--- config.mk ---
export PLATFORM = sky130hd
export DESIGN_NAME = wkb_geometry_stream_parser_top
export DESIGN_NICKNAME = d
export VERILOG_FILES = /design/src/rtl/wkb_pkg.sv /design/src/rtl/wkb_front.sv /design/src/rtl/wkb_back.sv /design/src/rtl/wkb_geometry_stream_parser_top.sv
export SDC_FILE = /design/constraint.sdc
export NUM_CORES = 2
export LEC_CHECK = 0
export BUFFER_PORTS_ARGS = -buffer_cell sky130_fd_sc_hd__buf_2
export CAP_MARGIN = 15
export CELL_PAD_IN_SITES_DETAIL_PLACEMENT = 0
export CELL_PAD_IN_SITES_GLOBAL_PLACEMENT = 2
export CORE_MARGIN = 4
export CORE_UTILIZATION = 44
export DETAILED_ROUTE_END_ITERATION = 6
export PLACE_DENSITY_LB_ADDON = 0.1
export SETUP_SLACK_MARGIN = 0.15
export SYNTH_ARGS = -nofsm -noshare
export SYNTH_HDL_FRONTEND = slang
export SYNTH_HIERARCHICAL = 1
export SYNTH_SLANG_ARGS = --single-unit
--- constraint.sdc ---
create_clock -name clock -period 27.2 [get_ports clock]
set_input_delay 5.44 -clock clock [delete_from_list [all_inputs] [get_ports clock]]
set_output_delay 5.44 -clock clock [all_outputs]
set_load 0.01 [all_outputs]
--- src/rtl/wkb_pkg.sv ---
// ----------------------------------------------------------------------------
// wkb_pkg
// shared types and constants of the wkb geometry stream parser
// ----------------------------------------------------------------------------
`default_nettype none
package wkb_pkg;
   localparam int MaxDepth   = 8;
   localparam int LvlW       = $clog2(MaxDepth + 1);
   localparam int IdxW       = $clog2(MaxDepth);
   localparam int HeaderLen  = 39;
   localparam int MemberHdr  = 5;
   localparam int QDepth     = 4;
   localparam int QPtrW      = $clog2(QDepth);
   localparam int OQDepth    = 4;
   localparam int OQPtrW     = $clog2(OQDepth);

   // geometry codes of the type words
   localparam logic [1:0] GeoPoint = 2'd1;
   localparam logic [1:0] GeoLine  = 2'd2;
   localparam logic [1:0] GeoPoly  = 2'd3;
   localparam logic [2:0] GeoColl  = 3'd7;

   typedef enum logic [1:0] {
      EV_COORD = 2'd0, EV_EMPTY = 2'd1, EV_DONE = 2'd2, EV_FAIL = 2'd3
   } event_type;

   typedef enum logic [1:0] {
      ERR_NONE = 2'd0, ERR_TYPE = 2'd1, ERR_TRUNC = 2'd2, ERR_DEEP = 2'd3
   } err_type;

   typedef enum logic [10:0] {
      PH_START  = 11'b00000000001,
      PH_HEADER = 11'b00000000010,
      PH_TYPE   = 11'b00000000100,
      PH_MCOUNT = 11'b00000001000,
      PH_RCOUNT = 11'b00000010000,
      PH_PCOUNT = 11'b00000100000,
      PH_X      = 11'b00001000000,
      PH_Y      = 11'b00010000000,
      PH_ZM     = 11'b00100000000,
      PH_MHDR   = 11'b01000000000,
      PH_CORDER = 11'b10000000000
   } phase_type;

   // one classified byte handed from front to back
   typedef struct packed {
      logic [7:0] data;
      logic       last;
      logic       fmt;
   } byte_type;

   typedef struct packed {
      logic [1:0]  kind;
      logic [63:0] x;
      logic [63:0] y;
      logic [1:0]  simple;
      logic        gstart;
      logic        rstart;
      logic [3:0]  level;
      logic [1:0]  err;
      logic        rend;
   } result_type;
endpackage
`default_nettype wire

--- src/rtl/wkb_front.sv ---
// ----------------------------------------------------------------------------
// wkb_front
// input item queue: takes bytes with the format bit and hands them on
// ----------------------------------------------------------------------------
`default_nettype none
module wkb_front (
   input  wire logic              clock,
   input  wire logic              reset,
   input  wire logic              push,
   output logic                   full,
   input  wire logic [7:0]        req_data_byte,
   input  wire logic              req_last_byte,
   input  wire logic              fmt,
   output logic                   item_valid,
   input  wire logic              item_take,
   output wkb_pkg::byte_type      item
);
   wkb_pkg::byte_type q_ff [wkb_pkg::QDepth];
   logic [wkb_pkg::QPtrW-1:0] wr_ff, wr_in, rd_ff, rd_in;
   logic [wkb_pkg::QPtrW:0]   cnt_ff, cnt_in;
   logic do_push, do_pop;

   assign full       = (cnt_ff == (wkb_pkg::QPtrW+1)'(wkb_pkg::QDepth));
   assign item_valid = (cnt_ff != '0);
   assign item       = q_ff[rd_ff];
   assign do_push    = push && !full;
   assign do_pop     = item_take && item_valid;

   always_comb begin
      wr_in  = do_push ? wr_ff + 1'b1 : wr_ff;
      rd_in  = do_pop ? rd_ff + 1'b1 : rd_ff;
      cnt_in = cnt_ff + (wkb_pkg::QPtrW+1)'(do_push) - (wkb_pkg::QPtrW+1)'(do_pop);
   end

   always_ff @(posedge clock) begin
      if (reset) begin
         wr_ff  <= '0;
         rd_ff  <= '0;
         cnt_ff <= '0;
      end else begin
         wr_ff  <= wr_in;
         rd_ff  <= rd_in;
         cnt_ff <= cnt_in;
      end
      if (do_push) begin
         q_ff[wr_ff] <= '{data: req_data_byte, last: req_last_byte, fmt: fmt};
      end
   end
endmodule
`default_nettype wire

--- src/rtl/wkb_back.sv ---
// ----------------------------------------------------------------------------
// wkb_back
// parse engine: one byte per cycle while two slots are free, up to two results into the output queue
// ----------------------------------------------------------------------------
`default_nettype none
module wkb_back (
   input  wire logic              clock,
   input  wire logic              reset,
   input  wire logic              item_valid,
   output logic                   item_take,
   input  wire wkb_pkg::byte_type item,
   output logic                   rsp_empty,
   input  wire logic              rsp_pop,
   output wkb_pkg::result_type    rsp
);
   wkb_pkg::phase_type ph_ff, ph_in;
   logic [5:0]  bc_ff, bc_in;
   logic [63:0] sh_ff, sh_in, xh_ff, xh_in;
   logic        sw_ff, sw_in, drop_ff, drop_in;
   logic [4:0]  ex_ff, ex_in;
   logic [wkb_pkg::LvlW-1:0] lp_ff, lp_in;
   logic [1:0]  cs_ff, cs_in;
   logic        gp_ff, gp_in, rp_ff, rp_in, bp_ff, bp_in;
   logic [30:0] rl_ff, rl_in, pl_ff, pl_in;
   logic [2:0]  lk_ff [wkb_pkg::MaxDepth];
   logic [30:0] lr_ff [wkb_pkg::MaxDepth];
   logic [4:0]  le_ff [wkb_pkg::MaxDepth];
   logic        lw_en, lr_en;
   logic [wkb_pkg::IdxW-1:0] lw_idx;
   logic [2:0]  lw_kind;
   logic [30:0] lw_rem;
   logic [4:0]  lw_ex;

   wkb_pkg::result_type oq_ff [wkb_pkg::OQDepth];
   logic [wkb_pkg::OQPtrW-1:0] owr_ff, ord_ff;
   logic [wkb_pkg::OQPtrW:0]   ocnt_ff;
   wkb_pkg::result_type e0, e1;
   logic [1:0] ne;
   logic go, done;

   assign rsp_empty = (ocnt_ff == '0);
   assign rsp       = oq_ff[ord_ff];
   // need room for two results
   assign item_take = (ocnt_ff <= (wkb_pkg::OQPtrW+1)'(wkb_pkg::OQDepth - 2));
   assign go        = item_valid && item_take;

   function automatic logic is_nan(input logic [63:0] b);
      is_nan = (b[62:52] == 11'h7ff) && (b[51:0] != '0);
   endfunction

   always_comb begin : engine
      logic [31:0] v;
      logic [5:0]  nbc, width;
      logic [3:0]  th;
      logic [9:0]  base;
      logic        fin, walk, sg, terr;
      logic [1:0]  ferr;
      logic [2:0]  sbase;
      logic [4:0]  sext;
      logic        sbare;
      logic [wkb_pkg::LvlW-1:0] lp;
      logic [wkb_pkg::IdxW-1:0] ti;
      logic [30:0] cnt, cur_rem, pl;
      logic [63:0] shn;
      ph_in = ph_ff; bc_in = bc_ff; sh_in = sh_ff; xh_in = xh_ff; sw_in = sw_ff;
      drop_in = drop_ff; ex_in = ex_ff; lp_in = lp_ff; cs_in = cs_ff;
      gp_in = gp_ff; rp_in = rp_ff; bp_in = bp_ff; rl_in = rl_ff; pl_in = pl_ff;
      lw_en = 1'b0; lr_en = 1'b0; lw_idx = '0; lw_kind = '0; lw_rem = '0; lw_ex = '0;
      e0 = '0; e1 = '0; ne = 2'd0;
      fin = 1'b0; ferr = wkb_pkg::ERR_NONE; walk = 1'b0; sg = 1'b0;
      sbase = '0; sext = '0; sbare = 1'b0; done = 1'b0;
      v = sh_ff[31:0]; nbc = bc_ff + 6'd1; width = 6'd4;
      th = '0; base = '0; terr = 1'b0; lp = lp_ff; ti = '0; cnt = '0;
      cur_rem = '0; pl = '0; shn = '0;
      if (go) begin
         if (drop_ff) begin
            if (item.last) begin
               drop_in = 1'b0;
               done = 1'b1;
            end
         end else begin
            unique case (ph_ff)
               wkb_pkg::PH_START: begin
                  if (item.fmt) begin
                     bc_in = 6'd1; ph_in = wkb_pkg::PH_HEADER;
                  end else begin
                     sw_in = (item.data == 8'd0);
                     ph_in = wkb_pkg::PH_TYPE; bc_in = '0; sh_in = '0;
                  end
               end
               wkb_pkg::PH_HEADER: begin
                  if (bc_ff == 6'd1) sw_in = (item.data == 8'd0);
                  bc_in = nbc;
                  if (nbc >= 6'(wkb_pkg::HeaderLen)) begin
                     ph_in = wkb_pkg::PH_TYPE; bc_in = '0; sh_in = '0;
                  end
               end
               wkb_pkg::PH_ZM: begin
                  bc_in = nbc;
                  if (nbc >= {1'b0, ex_ff}) walk = 1'b1;
               end
               wkb_pkg::PH_MHDR: begin
                  bc_in = nbc;
                  if (nbc >= 6'(wkb_pkg::MemberHdr)) begin
                     if (lp_ff == '0) begin
                        fin = 1'b1;
                     end else begin
                        ti = (wkb_pkg::IdxW)'(lp_ff - 1'b1);
                        sg = 1'b1; sbase = lk_ff[ti] - 3'd3;
                        sext = le_ff[ti]; sbare = 1'b0;
                     end
                  end
               end
               wkb_pkg::PH_CORDER: begin
                  ph_in = wkb_pkg::PH_TYPE; bc_in = '0; sh_in = '0;
               end
               default: begin
                  // field assembly
                  if (ph_ff == wkb_pkg::PH_X || ph_ff == wkb_pkg::PH_Y) width = 6'd8;
                  if (sw_ff) shn = {sh_ff[55:0], item.data};
                  else shn = sh_ff | (64'(item.data) << {bc_ff[2:0], 3'b000});
                  sh_in = shn; bc_in = nbc;
                  v = shn[31:0];
                  cnt = v[31] ? '0 : v[30:0];
                  if (nbc >= width) begin
                     priority case (1'b1)
                        ph_ff == wkb_pkg::PH_TYPE: begin
                           // thousands digit by range compare
                           if (v < 32'd1000) begin th = 4'd0; base = v[9:0]; end
                           else if (v < 32'd2000) begin th = 4'd1; base = 10'(v - 32'd1000); end
                           else if (v < 32'd3000) begin th = 4'd2; base = 10'(v - 32'd2000); end
                           else if (v < 32'd4000) begin th = 4'd3; base = 10'(v - 32'd3000); end
                           else terr = 1'b1;
                           if (terr || base < 10'd1 || base > 10'd7) begin
                              fin = 1'b1; ferr = wkb_pkg::ERR_TYPE;
                           end else begin
                              sg = 1'b1; sbase = base[2:0]; sbare = 1'b1;
                              sext = (th == 4'd0) ? 5'd0 : (th == 4'd3 ? 5'd16 : 5'd8);
                           end
                        end
                        ph_ff == wkb_pkg::PH_MCOUNT: begin
                           lw_en = 1'b1; lw_idx = (wkb_pkg::IdxW)'(lp_ff - 1'b1);
                           lr_en = 1'b1; lw_rem = cnt;
                           walk = 1'b1;
                        end
                        ph_ff == wkb_pkg::PH_RCOUNT: begin
                           if (cnt == '0) begin
                              rl_in = '0; walk = 1'b1;
                           end else begin
                              rl_in = cnt - 31'd1;
                              ph_in = wkb_pkg::PH_PCOUNT; bc_in = '0; sh_in = '0;
                           end
                        end
                        ph_ff == wkb_pkg::PH_PCOUNT: begin
                           pl_in = cnt;
                           if (cnt == '0) begin
                              e0 = '0; e0.kind = wkb_pkg::EV_EMPTY; e0.simple = cs_ff;
                              e0.gstart = gp_ff; e0.level = 4'(lp_ff); ne = 2'd1;
                              gp_in = 1'b0;
                              if (cs_ff == wkb_pkg::GeoPoly && rl_ff != '0) begin
                                 rl_in = rl_ff - 31'd1;
                                 ph_in = wkb_pkg::PH_PCOUNT; bc_in = '0; sh_in = '0;
                              end else walk = 1'b1;
                           end else begin
                              rp_in = 1'b1;
                              ph_in = wkb_pkg::PH_X; bc_in = '0; sh_in = '0;
                           end
                        end
                        ph_ff == wkb_pkg::PH_X: begin
                           xh_in = shn; ph_in = wkb_pkg::PH_Y; bc_in = '0; sh_in = '0;
                        end
                        default: begin
                           if (!(cs_ff == wkb_pkg::GeoPoint && bp_ff &&
                                 (is_nan(xh_ff) || is_nan(shn))))
                           begin
                              e0 = '0; e0.kind = wkb_pkg::EV_COORD; e0.x = xh_ff; e0.y = shn;
                              e0.simple = cs_ff; e0.gstart = gp_ff;
                              e0.rstart = (cs_ff == wkb_pkg::GeoPoint) ? 1'b0 : rp_ff;
                              e0.level = 4'(lp_ff); ne = 2'd1;
                           end
                           gp_in = 1'b0; rp_in = 1'b0;
                           if (ex_ff != '0) begin
                              ph_in = wkb_pkg::PH_ZM; bc_in = '0;
                           end else walk = 1'b1;
                        end
                     endcase
                  end
               end
            endcase
            // after-point handling for coordinate and zm ends
            if (walk && (ph_ff == wkb_pkg::PH_Y || ph_ff == wkb_pkg::PH_ZM)) begin
               if (cs_ff != wkb_pkg::GeoPoint) begin
                  pl = (pl_ff != '0) ? pl_ff - 31'd1 : pl_ff;
                  pl_in = pl;
                  if (pl != '0) begin
                     walk = 1'b0;
                     ph_in = wkb_pkg::PH_X; bc_in = '0; sh_in = '0;
                  end else if (cs_ff == wkb_pkg::GeoPoly && rl_ff != '0) begin
                     walk = 1'b0; rl_in = rl_ff - 31'd1;
                     ph_in = wkb_pkg::PH_PCOUNT; bc_in = '0; sh_in = '0;
                  end
               end
            end
            // next member: pop exhausted levels, one compare per level
            if (walk) begin
               lp = lp_ff;
               for (int i = wkb_pkg::MaxDepth; i >= 1; i--) begin
                  if (lp == (wkb_pkg::LvlW)'(i)) begin
                     cur_rem = (lr_en && lw_idx == (wkb_pkg::IdxW)'(i - 1)) ? lw_rem :
                               lr_ff[i-1];
                     if (cur_rem == '0) lp = lp - 1'b1;
                  end
               end
               lp_in = lp;
               if (lp == '0) begin
                  fin = 1'b1;
               end else begin
                  ti = (wkb_pkg::IdxW)'(lp - 1'b1);
                  cur_rem = (lr_en && lw_idx == ti) ? lw_rem : lr_ff[ti];
                  lw_en = 1'b1; lr_en = 1'b1; lw_idx = ti; lw_rem = cur_rem - 31'd1;
                  ph_in = (lk_ff[ti] == wkb_pkg::GeoColl) ? wkb_pkg::PH_CORDER :
                                                            wkb_pkg::PH_MHDR;
                  bc_in = '0; sh_in = '0;
               end
            end
            if (sg) begin
               if (sbase != 3'd0 && sbase <= {1'b0, wkb_pkg::GeoPoly}) begin
                  cs_in = sbase[1:0]; ex_in = sext; bp_in = sbare;
                  gp_in = 1'b1; rp_in = 1'b0; bc_in = '0; sh_in = '0;
                  ph_in = (sbase[1:0] == wkb_pkg::GeoPoint) ? wkb_pkg::PH_X :
                          (sbase[1:0] == wkb_pkg::GeoLine ? wkb_pkg::PH_PCOUNT :
                                                            wkb_pkg::PH_RCOUNT);
               end else if (lp_ff >= (wkb_pkg::LvlW)'(wkb_pkg::MaxDepth)) begin
                  fin = 1'b1; ferr = wkb_pkg::ERR_DEEP;
               end else begin
                  lw_en = 1'b1; lr_en = 1'b1; lw_idx = (wkb_pkg::IdxW)'(lp_ff);
                  lw_kind = sbase; lw_ex = sext; lw_rem = '0;
                  lp_in = lp_ff + 1'b1;
                  ph_in = wkb_pkg::PH_MCOUNT; bc_in = '0; sh_in = '0;
               end
            end
            if (!fin && item.last) begin
               fin = 1'b1; ferr = wkb_pkg::ERR_TRUNC;
            end
            if (fin) begin
               e1 = '0;
               e1.kind = (ferr == wkb_pkg::ERR_NONE) ? wkb_pkg::EV_DONE : wkb_pkg::EV_FAIL;
               e1.err = ferr; e1.rend = 1'b1;
               if (ne == 2'd0) e0 = e1;
               ne = ne + 2'd1;
               drop_in = !item.last;
               done = 1'b1;
            end
         end
         if (done) begin
            ph_in = wkb_pkg::PH_START; bc_in = '0; sh_in = '0; lp_in = '0;
            ex_in = '0; cs_in = '0; gp_in = 1'b0; rp_in = 1'b0; bp_in = 1'b0;
            rl_in = '0; pl_in = '0;
         end
      end
   end

   always_ff @(posedge clock) begin
      if (reset) begin
         ph_ff <= wkb_pkg::PH_START; bc_ff <= '0; sh_ff <= '0; xh_ff <= '0;
         sw_ff <= 1'b0; drop_ff <= 1'b0; ex_ff <= '0; lp_ff <= '0; cs_ff <= '0;
         gp_ff <= 1'b0; rp_ff <= 1'b0; bp_ff <= 1'b0; rl_ff <= '0; pl_ff <= '0;
         owr_ff <= '0; ord_ff <= '0; ocnt_ff <= '0;
      end else begin
         ph_ff <= ph_in; bc_ff <= bc_in; sh_ff <= sh_in; xh_ff <= xh_in;
         sw_ff <= sw_in; drop_ff <= drop_in; ex_ff <= ex_in; lp_ff <= lp_in;
         cs_ff <= cs_in; gp_ff <= gp_in; rp_ff <= rp_in; bp_ff <= bp_in;
         rl_ff <= rl_in; pl_ff <= pl_in;
         owr_ff <= owr_ff + (wkb_pkg::OQPtrW)'(ne);
         ord_ff <= ord_ff + (wkb_pkg::OQPtrW)'(rsp_pop && !rsp_empty);
         ocnt_ff <= ocnt_ff + (wkb_pkg::OQPtrW+1)'(ne)
                    - (wkb_pkg::OQPtrW+1)'(rsp_pop && !rsp_empty);
      end
      if (ne != 2'd0) oq_ff[owr_ff] <= e0;
      if (ne == 2'd2) oq_ff[owr_ff + 1'b1] <= e1;
      if (lw_en) begin
         lr_ff[lw_idx] <= lw_rem;
         if (lw_kind != '0) begin
            lk_ff[lw_idx] <= lw_kind;
            le_ff[lw_idx] <= lw_ex;
         end
      end
   end
endmodule
`default_nettype wire

--- src/rtl/wkb_geometry_stream_parser_top.sv ---
// ----------------------------------------------------------------------------
// wkb_geometry_stream_parser_top
// wkb record parser: bytes in, coordinate and status items out
// ----------------------------------------------------------------------------
// channel   direction  handshake            payload
// req       in         push / full          data_byte, last_byte
// rsp       out        pop / empty          event_kind .. record_end
// csr       in         valid / ready        record_format
//
// one byte per cycle sustained while result slots are free; a byte yields at most two result items
// the back end stalls while fewer than two result slots are free
// a four-entry byte queue parts the input side from the parse engine
// reset is synchronous and clears all control state; no clearing pass
// ----------------------------------------------------------------------------
`default_nettype none
module wkb_geometry_stream_parser_top (
   input  wire logic        clock,
   input  wire logic        reset,
   input  wire logic        push,
   output logic             full,
   input  wire logic [7:0]  req_data_byte,
   input  wire logic        req_last_byte,
   output logic             empty,
   input  wire logic        pop,
   output logic [1:0]       rsp_event_kind,
   output logic [63:0]      rsp_x_bits,
   output logic [63:0]      rsp_y_bits,
   output logic [1:0]       rsp_simple_type,
   output logic             rsp_geometry_start,
   output logic             rsp_ring_start,
   output logic [3:0]       rsp_nest_level,
   output logic [1:0]       rsp_error_code,
   output logic             rsp_record_end,
   input  wire logic        csr_valid,
   output logic             csr_ready,
   input  wire logic        csr_record_format
);
   logic fmt_ff;
   logic item_valid, item_take;
   wkb_pkg::byte_type item;
   wkb_pkg::result_type rsp;

   assign csr_ready = 1'b1;
   always_ff @(posedge clock) begin
      if (reset) fmt_ff <= 1'b0;
      else if (csr_valid) fmt_ff <= csr_record_format;
   end

   wkb_front u_front (
      .clock, .reset, .push, .full, .req_data_byte, .req_last_byte,
      .fmt(fmt_ff), .item_valid, .item_take, .item
   );

   wkb_back u_back (
      .clock, .reset, .item_valid, .item_take, .item,
      .rsp_empty(empty), .rsp_pop(pop), .rsp
   );

   assign rsp_event_kind     = rsp.kind;
   assign rsp_x_bits         = rsp.x;
   assign rsp_y_bits         = rsp.y;
   assign rsp_simple_type    = rsp.simple;
   assign rsp_geometry_start = rsp.gstart;
   assign rsp_ring_start     = rsp.rstart;
   assign rsp_nest_level     = rsp.level;
   assign rsp_error_code     = rsp.err;
   assign rsp_record_end     = rsp.rend;
endmodule
`default_nettype wire

==> metrics.md <==
| Metric | Value |
|---|---|
| Wirelength per Cell | 28.0 um |
| Max IR drop VDD | 0.0000674 V |
| Syn. warnings | 6 |
| CTS tree | yes |
| Synthesized area | 54200 um^2 |
| Placed insts | 6917 |
| Drt drc | 0 |
| Most common cell on crit path | ha_1 |
| Unrepaired setup endpoints after global routing | no |
| Final worst setup slack | 9.50 ns |
| Layout Nets | 5493 |
| Yosys reg bits | 1152 |
| Rows | 128 |
| Area contributors post-synth | dfxtp_1 (29%), edfxtp_1 (20%), a22o_1 (7.0%) |
| CTS buffer count | 130 |
| Post-Synthesis Cells | 5415 |
| First-pass GRT wire length | 295000 um |
| Die X | 359 um |
| Hold depth | 2 |
| Post-synth EDFFs | 368 |
| Final setup vio count | 0 |
| CP delay by family, top | compound AO/OA/AOI/OAI gates |
| Area Overhead vs Synth | 12.8% |
| Commonest cells post-synth | dfxtp_1 (784), nor2_1 (537), nand2_1 (474) |
| Routed vias | 45100 |
| Cell variety after synth | 121 |
| Final hold vios | 0 |
| Leakage | 21.7 nW |
| Final period util | 0.651 |
| Total GRT Usage | 0.300 |
| Max-cap violations | 0 |
| Sink Count | 1152 |
| WP buf/inv | 5 |
| Leading area contributor after synthesis | dfxtp_1 |
| Worst-Skew Late Latency | 0.78 ns |
| Hold path start | u_back/oq_ff[2][7]$_SDFFE_PP0P_ |
| Port Buffers | 157 |
| Clock Pin Slew Worst Setup and Hold Paths | 0.05 ns |
| Post-route ant nets | 0 |
| Reg-to-reg slack, setup | 9.50 ns |
| Post-Syn Area per Cell | 10.0 um^2 |
| Final Max Slew Viols | 0 |
| Worst r2r path cells | 62 |
| CP arrival | 18.08 ns |
| Crit path time final | 17.70 ns |
| Worst setup EP type | flip-flop |
| CTS max path bufs | 3 |
| Async set or reset register ratio after synthesis | 0 |
| Sequential area share after synthesis | 0.493 |
| Cts hold-fix bufs | 0 |
| H-Tree Depth | 4 |
| Share of post-route cells with drive strength above 1 | 0.143 |
| Post-route insts no fill | 7158 |
| Largest stage delay, worst path | 1.00 ns |
| HPWL reported at the end of detailed placement | 137000 um |
| Cts repair resizes | 0 |
| Critical path type | reg -> reg |
| Vias in the first global route | 43100 |
| Initial core utilization | 0.444 |
| Max FO, Critical Path | 48 |
| I/O pin total | 159 |
| Iter 0 DRT Violations | 4704 |
| Max stage delay cell, worst path | a211oi_1 |
| Outcome | finished, final reports clean |
| Critical Path RT | 27.58 ns |
| Dpl cell area | 56700 um^2 |
| Worst min-delay path endpoint | u_back/oq_ff[2][7]$_SDFFE_PP0P_ |
| Grt total ovfl | 0 |
| Worst hold path class | reg -> reg |
| Drt total wl | 200000 um |
| Slew headroom | 0.168 |
| Slew of the pin with the lowest slew margin | 1.25 ns |
| Fill cells | 11400 |
| Vias per cell | 6.30 |
| Overall power | 4.56 mW |
| Count leader, synth | dfxtp_1 |
| Worst Clk Skew | 0.0355 ns |
| Setup tns final | 0 ns |
| Post-CTS Setup Repair Bufs | 0 |
| Die height | 359 um |
| Final Util | 0.501 |
| Post-synth top area share | 0.289 |
| Post-synth top flop | dfxtp_1 |
| Initial antenna violation count | 9 |
| CP startpoint kind | flip-flop |
| CTS root buf | clkbuf_16 |
| Fmax | 0.0565 GHz |
| Die ar. | 129000 um^2 |
| R2r endpoint | u_back/lr_ff[4][8]$_DFFE_PP_ |
| Length of the first detailed-routing pass in iterations | 6 |
| Area of the core | 122000 um^2 |
| Hold Worst Slack | 0.450 ns |
| Cell Pwr Density | 74.5 nW/um^2 |
| Synthesized Nets | 5484 |
| Worst slack, placed | 9.69 ns |
| Final Cell Area | 61200 um^2 |
| RD Place Congestion | 0.940 |
| Largest net degree at the start of global routing | 93 |
## registers in the layout (all words and copies together) (netlist names), 3 cells and up, named ones only
name,count
u_back/lr_ff,248
u_back/bc_ff,6
u_back/ocnt_ff,3
u_back/rl_ff,31
u_back/pl_ff,31
u_back/xh_ff,64
u_back/le_ff,40
u_front/cnt_ff,3
u_back/lp_ff,4
u_back/sh_ff,64
u_back/ph_ff,11
u_back/ex_ff,5
u_back/oq_ff,560
u_front/q_ff,40
u_back/lk_ff,24
## cell usage in the layout, fill, tap and decap left out, drive strengths merged, types with 80 or more instances in the layout
| cell type | count |
|---|---|
| nand3 | 151 |
| buf | 288 |
| o21ai | 322 |
| a21oi | 370 |
| dfxtp | 784 |
| nor4 | 119 |
| edfxtp | 368 |
| nor2 | 540 |
| a22oi | 99 |
| inv | 120 |
| mux2i | 80 |
| mux4 | 166 |
| clkbuf | 185 |
| nand2 | 477 |
| a22o | 432 |
| nor3 | 144 |
## routing by layer
metal  up-vias  share of wire  GRT usage
li1      20400              -          -
met2      1685           0.47      0.490
met4         4          0.042      0.122
met5         -        0.00016          0
met1     22600           0.42      0.397
met3       381          0.059     0.0490
## report_power, final
part | internal [mW] | leakage (nW) | switching, mW | total, mW
logic | 0.232 | 10.4 | 0.683 | 0.915
clock network | 1.07 | 2.19 | 0.744 | 1.81
registers | 1.80 | 9.08 | 0.0330 | 1.83
## worst min-delay path: cells and delay by family (launching register included)
family          cells  cell delay, ns
compound gates      1            0.05
flops               1            0.32
simple gates        1            0.04
## final cells by class
class                   count  area, um^2  area share
diodes                      5        12.5    0.000205
clock buffers             184        3810      0.0624
clock inverters            52         644      0.0105
inverters                 116         435     0.00712
multi-input cells        3735       25700       0.420
flip-flops and latches   1152       26800       0.437
well taps                1625        2030      0.0332
repair buffers            289        1790      0.0292
## logic make-up after synthesis
family	share of synthesized area
AO/OA/AOI/OAI	0.204
buffers and inverters	0.0383
multiplexers	0.0881
AND/OR/NAND/NOR	0.151
flip-flops	0.493
adder cells (fa/ha/maj)	0.0127
other	0.0000692
XOR/XNOR	0.0121
## worst max path at each step
stage,to,start,slack (ns),depth (start not counted)
after floorplan,u_back/lr_ff[1][0]$_DFFE_PP_,u_back/ph_ff[10]$_SDFFE_PP0P_,13.78,67
after global placement,u_back/lr_ff[6][8]$_DFFE_PP_,flip-flop,10.13,63
after detailed placement,u_back/lr_ff[4][8]$_DFFE_PP_,flip-flop,9.69,63
after CTS,u_back/lr_ff[4][8]$_DFFE_PP_,flip-flop,9.70,63
after global routing,u_back/lr_ff[1][18]$_DFFE_PP_,flip-flop,8.15,64
final,u_back/lr_ff[4][8]$_DFFE_PP_,flip-flop,9.50,62
(Power assumes the default switching activity.)
